--- src/hw/rtl/bda_pkg.sv ---
`timescale 1ns / 1ps

package bda_pkg;

  localparam int unsigned PADDR_W = 4;
  localparam int unsigned PDATA_W = 32;
  localparam int unsigned CFG_W   = 16;
  localparam int unsigned TIME_W  = 32;

  // register indexes, taken from paddr[3:2]
  localparam logic [1:0] REG_DEBOUNCE   = 2'd0;
  localparam logic [1:0] REG_LONG_PRESS = 2'd1;
  localparam logic [1:0] REG_REPEAT     = 2'd2;

  localparam logic [CFG_W-1:0] DEBOUNCE_RESET   = 16'd40;
  localparam logic [CFG_W-1:0] LONG_PRESS_RESET = 16'd800;
  localparam logic [CFG_W-1:0] REPEAT_RESET     = 16'd120;

  localparam logic [7:0] BTN_MASK   = 8'hF8;
  localparam logic [7:0] BYTE_IDLE  = 8'hFF;
  localparam int unsigned BIT_UP    = 7;
  localparam int unsigned BIT_SEL   = 6;
  localparam int unsigned BIT_DOWN  = 5;
  localparam int unsigned BIT_RIGHT = 4;
  localparam int unsigned BIT_LEFT  = 3;

  typedef struct packed {
    logic [CFG_W-1:0] debounce_time;
    logic [CFG_W-1:0] long_press_time;
    logic [CFG_W-1:0] repeat_interval;
  } cfg_t;

  typedef struct packed {
    logic any_key;
    logic left_event;
    logic right_event;
    logic select_event;
    logic up_event;
    logic down_event;
  } result_t;

endpackage

--- src/hw/rtl/bda_cfg_regs.sv ---
`timescale 1ns / 1ps

module bda_cfg_regs import bda_pkg::*; (
  input  logic               clk,
  input  logic               rst,
  input  logic               psel,
  input  logic               penable,
  input  logic               pwrite,
  input  logic [PADDR_W-1:0] paddr,
  input  logic [PDATA_W-1:0] pwdata,
  output logic [PDATA_W-1:0] prdata,
  output logic               pready,
  output cfg_t               cfg
);

  logic       wr_en;
  logic [1:0] reg_idx;

  assign pready  = 1'b1;
  assign wr_en   = psel && penable && pwrite;
  assign reg_idx = paddr[3:2];

  always_ff @(posedge clk) begin
    if (rst) begin
      cfg.debounce_time   <= DEBOUNCE_RESET;
      cfg.long_press_time <= LONG_PRESS_RESET;
      cfg.repeat_interval <= REPEAT_RESET;
    end else if (wr_en) begin
      case (reg_idx)
        REG_DEBOUNCE:   cfg.debounce_time   <= pwdata[CFG_W-1:0];
        REG_LONG_PRESS: cfg.long_press_time <= pwdata[CFG_W-1:0];
        REG_REPEAT:     cfg.repeat_interval <= pwdata[CFG_W-1:0];
        default: ;
      endcase
    end
  end

  always_comb begin
    case (reg_idx)
      REG_DEBOUNCE:   prdata = {{(PDATA_W-CFG_W){1'b0}}, cfg.debounce_time};
      REG_LONG_PRESS: prdata = {{(PDATA_W-CFG_W){1'b0}}, cfg.long_press_time};
      REG_REPEAT:     prdata = {{(PDATA_W-CFG_W){1'b0}}, cfg.repeat_interval};
      default:        prdata = '0;
    endcase
  end

endmodule

--- src/hw/rtl/bda_poll.sv ---
`timescale 1ns / 1ps

module bda_poll import bda_pkg::*; (
  input  logic              clk,
  input  logic              rst,
  input  cfg_t              cfg,
  input  logic              step,
  input  logic [TIME_W-1:0] time_ms,
  input  logic [7:0]        button_byte,
  input  logic              screen_asleep,
  output result_t           res
);

  logic [7:0]        previous_byte, previous_byte_next;
  logic [TIME_W-1:0] last_event_time, last_event_time_next;
  logic [TIME_W-1:0] last_repeat_time, last_repeat_time_next;
  logic              repeat_active, repeat_active_next;

  logic [7:0]        down_bits, prev_down, fresh;
  logic              any, wake, repeat_due, suppress, acted, held;
  logic [TIME_W-1:0] since_event, since_repeat, since_event_new;
  logic              ev_l, ev_r, ev_s, ev_u, ev_d;

  always_comb begin
    down_bits    = ~button_byte & BTN_MASK;
    prev_down    = ~previous_byte & BTN_MASK;
    fresh        = down_bits & ~prev_down;
    any          = |down_bits;
    wake         = any && screen_asleep;
    since_event  = time_ms - last_event_time;
    since_repeat = time_ms - last_repeat_time;
    repeat_due   = repeat_active &&
                   (since_repeat >= {{(TIME_W-CFG_W){1'b0}}, cfg.repeat_interval});
    suppress     = (since_event < {{(TIME_W-CFG_W){1'b0}}, cfg.debounce_time}) &&
                   !repeat_due;

    ev_l  = fresh[BIT_LEFT];
    ev_r  = fresh[BIT_RIGHT];
    ev_s  = fresh[BIT_SEL];
    ev_u  = fresh[BIT_UP] || (down_bits[BIT_UP] && repeat_due);
    ev_d  = fresh[BIT_DOWN] || (down_bits[BIT_DOWN] && repeat_due);
    acted = ev_l || ev_r || ev_s || ev_u || ev_d;
    held  = down_bits[BIT_UP] || down_bits[BIT_DOWN];

    // an event restarts the elapsed time from zero
    since_event_new = acted ? '0 : since_event;

    previous_byte_next    = previous_byte;
    last_event_time_next  = last_event_time;
    last_repeat_time_next = last_repeat_time;
    repeat_active_next    = repeat_active;

    if (!wake) begin
      previous_byte_next = button_byte;
      if (!suppress) begin
        if (acted) begin
          last_event_time_next = time_ms;
        end
        if (held && (last_event_time_next != '0) &&
            (since_event_new >= {{(TIME_W-CFG_W){1'b0}}, cfg.long_press_time})) begin
          repeat_active_next    = 1'b1;
          last_repeat_time_next = time_ms;
        end else if (!held) begin
          repeat_active_next = 1'b0;
        end
      end
    end

    res.any_key      = any && !screen_asleep;
    res.left_event   = !wake && !suppress && ev_l;
    res.right_event  = !wake && !suppress && ev_r;
    res.select_event = !wake && !suppress && ev_s;
    res.up_event     = !wake && !suppress && ev_u;
    res.down_event   = !wake && !suppress && ev_d;
  end

  always_ff @(posedge clk) begin
    if (rst) begin
      previous_byte    <= BYTE_IDLE;
      last_event_time  <= '0;
      last_repeat_time <= '0;
      repeat_active    <= 1'b0;
    end else if (step) begin
      previous_byte    <= previous_byte_next;
      last_event_time  <= last_event_time_next;
      last_repeat_time <= last_repeat_time_next;
      repeat_active    <= repeat_active_next;
    end
  end

endmodule

--- src/hw/rtl/button_edge_debounce_autorepeat.sv ---
`timescale 1ns / 1ps

// Button poller with debounce and up/down auto-repeat. Every poll gives exactly one
// result, and a new poll can be taken every clock cycle while no result is held by
// out_stall. The poll goes into an input register at the transfer edge, and the
// result register is loaded from it once the output side is free to take it. All of
// the debounce, edge and repeat logic sits between the two registers. A result held
// by out_stall keeps the input register full, and in_stall then holds off further
// polls. The debounce, long-press and repeat times sit in three 16-bit registers at
// byte addresses 0, 4 and 8, and should only be written while no poll is in flight.

module button_edge_debounce_autorepeat import bda_pkg::*; (
  input  logic               clk,
  input  logic               rst,
  input  logic               psel,
  input  logic               penable,
  input  logic               pwrite,
  input  logic [PADDR_W-1:0] paddr,
  input  logic [PDATA_W-1:0] pwdata,
  output logic [PDATA_W-1:0] prdata,
  output logic               pready,
  input  logic               in_valid,
  output logic               in_stall,
  input  logic [TIME_W-1:0]  time_ms,
  input  logic [7:0]         button_byte,
  input  logic               screen_asleep,
  output logic               out_valid,
  input  logic               out_stall,
  output logic               any_key,
  output logic               left_event,
  output logic               right_event,
  output logic               select_event,
  output logic               up_event,
  output logic               down_event
);

  cfg_t              cfg;
  result_t           res, res_q;
  logic              s1_valid;
  logic [TIME_W-1:0] s1_time;
  logic [7:0]        s1_byte;
  logic              s1_asleep;
  logic              out_free, step, in_take;

  bda_cfg_regs u_cfg (
    .clk     (clk),
    .rst     (rst),
    .psel    (psel),
    .penable (penable),
    .pwrite  (pwrite),
    .paddr   (paddr),
    .pwdata  (pwdata),
    .prdata  (prdata),
    .pready  (pready),
    .cfg     (cfg)
  );

  bda_poll u_poll (
    .clk           (clk),
    .rst           (rst),
    .cfg           (cfg),
    .step          (step),
    .time_ms       (s1_time),
    .button_byte   (s1_byte),
    .screen_asleep (s1_asleep),
    .res           (res)
  );

  assign out_free = !out_valid || !out_stall;
  assign step     = s1_valid && out_free;
  assign in_stall = s1_valid && !out_free;
  assign in_take  = in_valid && !in_stall;

  always_ff @(posedge clk) begin
    if (rst) begin
      s1_valid  <= 1'b0;
      out_valid <= 1'b0;
    end else begin
      if (in_take) begin
        s1_valid <= 1'b1;
      end else if (step) begin
        s1_valid <= 1'b0;
      end
      if (step) begin
        out_valid <= 1'b1;
      end else if (!out_stall) begin
        out_valid <= 1'b0;
      end
    end
  end

  always_ff @(posedge clk) begin
    if (in_take) begin
      s1_time   <= time_ms;
      s1_byte   <= button_byte;
      s1_asleep <= screen_asleep;
    end
    if (step) begin
      res_q <= res;
    end
  end

  assign any_key      = res_q.any_key;
  assign left_event   = res_q.left_event;
  assign right_event  = res_q.right_event;
  assign select_event = res_q.select_event;
  assign up_event     = res_q.up_event;
  assign down_event   = res_q.down_event;

endmodule

--- config.mk ---
export PLATFORM = sky130hd
export DESIGN_NAME = button_edge_debounce_autorepeat
export DESIGN_NICKNAME = d
export VERILOG_FILES = /design/src/hw/rtl/bda_pkg.sv /design/src/hw/rtl/bda_cfg_regs.sv /design/src/hw/rtl/bda_poll.sv /design/src/hw/rtl/button_edge_debounce_autorepeat.sv
export SDC_FILE = /design/constraint.sdc
export NUM_CORES = 1
export LEC_CHECK = 0
export BUFFER_PORTS_ARGS = -buffer_cell sky130_fd_sc_hd__buf_2
export CAP_MARGIN = 25
export CORE_ASPECT_RATIO = 0.7
export CORE_MARGIN = 4
export CORE_UTILIZATION = 35
export CTS_CLUSTER_SIZE = 25
export DETAILED_ROUTE_END_ITERATION = 8
export PLACE_DENSITY = 0.53
export SYNTH_ARGS = -nofsm -noshare
export SYNTH_HDL_FRONTEND = slang
export SYNTH_SLANG_ARGS = --single-unit
--- constraint.sdc ---
create_clock -name clk -period 7.58 [get_ports clk]
set_input_delay 1.516 -clock clk [delete_from_list [all_inputs] [get_ports clk]]
set_output_delay 1.516 -clock clk [all_outputs]
set_load 0.05 [all_outputs]
==> results.yml <==
status:
  status: "finished, final reports clean"
timing:
  final.setup.tns_ns: 0
  fmaxAchievable_mhz: 142
  rsz0062_at_grt: "no"
  maxSlewViolCount: 0
  min_period_over_period_pct: 92.7
  timing.clock.skew_ns: 0.0141
  timing.final.hold_violations: 0
  slew_headroom_pct: 39.6
  hold_slack_ns: 0.459
  setup_slack_ns: 0.551
  max_slew.worst_pin.slew_ns: 0.883
  setup_viol: 0
  fin_crit_ns: 7.03
floorplan:
  io-pin-count: 125
  initial_utilization_pct: 35.6
  fp.dieH_um: 160
  fp.dieW_um: 225
  die-area_um2: 36100
  core_area_um2: 32500
  num_rows: 55
synth:
  netlist_area_um2: 11600
  synth_warnings: 0
  synthesis.area_per_instance_um2: 8.15
  post_synth_inst_count: 1421
  async_set_or_reset_register_ratio_after_synthesis_pct: 0
  synth-seq-area-share_pct: 32.2
  synth-seq-cells: 164
  postSynth.topFlopCell: "sky130_fd_sc_hd__dfxtp_1"
  post_synth_num_cell_types: 73
  number_of_enable_type_register_cells_in_the_synthesized_netlist: 44
clock_tree:
  clock_sink_count: 164
  clk_pin_slew_worst_paths_ns: 0.07
  cts-buffers-inserted: 17
  cts_tree: "yes"
  postCtsSetupRepairBufs: 0
  clk_latency_ns: 0.43
  cts-root-buf: "sky130_fd_sc_hd__clkbuf_16"
  total_number_of_h_tree_levels: 4
  cts.path.max_buffers: 2
grt:
  grt_pass1_wl_um: 52700
  first_global_vias: 9395
  overflow: 0
  largest_net_degree_at_the_start_of_global_routing: 71
  global_route.usage.total_pct: 18.4
  antenna_found_initial: 0
placement:
  dp.final_hpwl_um: 27200
  pre_cts_ws_ns: 0.421
  gp_congestion: 0.848
  buffer_ports.inserted: 86
detailed_routing:
  drt_wl_total_um: 34100
  remaining_drc_errors: 0
  ant_nets: 0
  viasPerCell: 5.23
  drt-wirelength-per-cell_um: 17.7
  drtIter0Drc: 798
  route.vias.total: 10100
  first_pass_iters: 6
layout:
  layout.cells.most_common_list: "sky130_fd_sc_hd__nand2_1, sky130_fd_sc_hd__inv_1, sky130_fd_sc_hd__a21oi_1"
  layout.filler_cells: 3308
  antenna_cells: 0
  areaGrowthSynthToFinish_pct: 12.6
  mostFrequentLayoutCell: "sky130_fd_sc_hd__nand2_1"
  design.final.nets: 1682
  drive_above_1_share_pct: 11.7
  area_of_the_multi_input_gates_um2: 7070
  regArea_um2: 3720
setup_path:
  worst-endpoint-arrival_ns: 7.34
  critPathRequiredTime_ns: 7.89
  crit_family: "compound AO/OA/AOI/OAI gates"
  worst-setup-path-type: "flip-flop to flip-flop"
  crit_slowest_cell: "sky130_fd_sc_hd__fa_1"
  critical_path.most_common_cell: "sky130_fd_sc_hd__a21o_1"
  setup.worst_path.start_class: "flip-flop"
  worst-r2r-setup-slack_ns: 0.55
  critical_path.max_stage_delay_ns: 0.40
  critical_path.max_fanout: 18
  end_kind: "flip-flop"
  cp.buffers_inverters: 3
power:
  power_per_cell_area_nw_per_um2: 179
  report.power.total_uw: 2340
  power.leakage_uw: 0.00494
  vdd_ir_drop_max_uv: 133
hold_path:
  worst_hold_path_type: "flip-flop to flip-flop"
flow_run:
  drv.max_cap_violation_count: 0
[area by class of cell]
type                    count  area share [%]
repair buffers            110            4.93
clock buffers              19            3.56
inverters                 125            3.60
clock inverters            13            1.03
multi-input cells        1069            54.2
flip-flops and latches    164            28.6
well taps                 427            4.10
[what timing repair did]
action / 4_1_cts / 5_1_grt
setup endpoints to repair: 0 / 32
gates resized for setup: 0 / 7
hold buffers: 0 / 0
[flip-flops by register name (all words and copies together), names as in the netlist, 5 cells and up]
register                 cells
s1_byte                      5
s1_time                     32
u_cfg.cfg                   48
u_poll.last_event_time      32
u_poll.last_repeat_time     32
u_poll.previous_byte         5
[power breakdown]
group | total (uW) | internal, uW | switching [uW]
clock | 888 | 493 | 394
combinational | 495 | 184 | 311
sequential | 958 | 927 | 30.1
[cell families (layout without fill, tap and decap cells)]
logic type / count (synthesis) / in the layout / synth area share (%)
other: 2 / 17 / 0.0649
multiplexers: 87 / 87 / 7.53
adder cells (fa/ha/maj): 111 / 111 / 12.1
XOR/XNOR: 45 / 45 / 3.40
buffers and inverters: 203 / 267 / 7.65
flip-flops: 164 / 164 / 32.2
AO/OA/AOI/OAI: 332 / 332 / 18.2
AND/OR/NAND/NOR: 477 / 477 / 18.8
[layer usage]
layer / global-route usage, % / wire, um / up-vias
li1: - / - / 5080
met1: 28.6 / 17600 / 4759
met2: 26.3 / 14200 / 212
met3: 3.75 / 1990 / 18
met4: 3.67 / 329 / 0
met5: 0 / 0 / -
[Yosys cell counts, types with 7 or more instances]
cell                         n  share of area (%)
sky130_fd_sc_hd__nand2_1   230                7.5
sky130_fd_sc_hd__a21oi_1   125                5.4
sky130_fd_sc_hd__inv_1     124                4.0
sky130_fd_sc_hd__dfxtp_1   120                 21
sky130_fd_sc_hd__ha_1      109                 12
sky130_fd_sc_hd__nor2_1     96                3.1
sky130_fd_sc_hd__mux2i_1    86                7.4
sky130_fd_sc_hd__o21ai_0    66                2.9
sky130_fd_sc_hd__clkbuf_1   52                1.7
sky130_fd_sc_hd__edfxtp_1   44                 11
sky130_fd_sc_hd__xnor2_1    29                2.2
sky130_fd_sc_hd__o211ai_1   26                1.7
sky130_fd_sc_hd__nand4_1    25                1.4
sky130_fd_sc_hd__nor3_1     21               0.91
sky130_fd_sc_hd__a21o_1     19                1.2
sky130_fd_sc_hd__nor4_1     19                1.0
sky130_fd_sc_hd__buf_4      17                1.1
sky130_fd_sc_hd__nand3_1    16               0.69
sky130_fd_sc_hd__xor2_1     16                1.2
sky130_fd_sc_hd__nand2b_1   15               0.81
sky130_fd_sc_hd__nor2b_1    15               0.81
sky130_fd_sc_hd__o21a_1     15               0.97
sky130_fd_sc_hd__a211oi_1   13               0.84
sky130_fd_sc_hd__o21bai_1    7               0.45
[stage by stage]
step | instance area [um^2] | cells | util, %
detailed placement | 12400 | 1895 | 38.2
finish | 13000 | 1927 | 40.1
global route | 13000 | 1927 | 40.1
global placement | 12400 | 1893 | 38.2
floorplan | 11600 | 1436 | -
CTS | 13000 | 1927 | 40.1
[worst min-delay path, stage by stage, from the launching register on]
cell	delay, ns
sky130_fd_sc_hd__dfxtp_1	0.31
sky130_fd_sc_hd__nand2_1	0.05
sky130_fd_sc_hd__mux2i_1	0.05
[final timing paths]
path	start	end	cells after the start
worst max register to register	s1_time[0]	u_poll.last_repeat_time[10]	37
worst min-delay path	u_poll.last_repeat_time[8]	u_poll.last_repeat_time[8]	2
worst min register to register	u_poll.last_repeat_time[8]	u_poll.last_repeat_time[8]	2
worst max-delay path	s1_time[0]	u_poll.last_repeat_time[10]	37
Note: power is estimated with default switching activity, not from simulation.
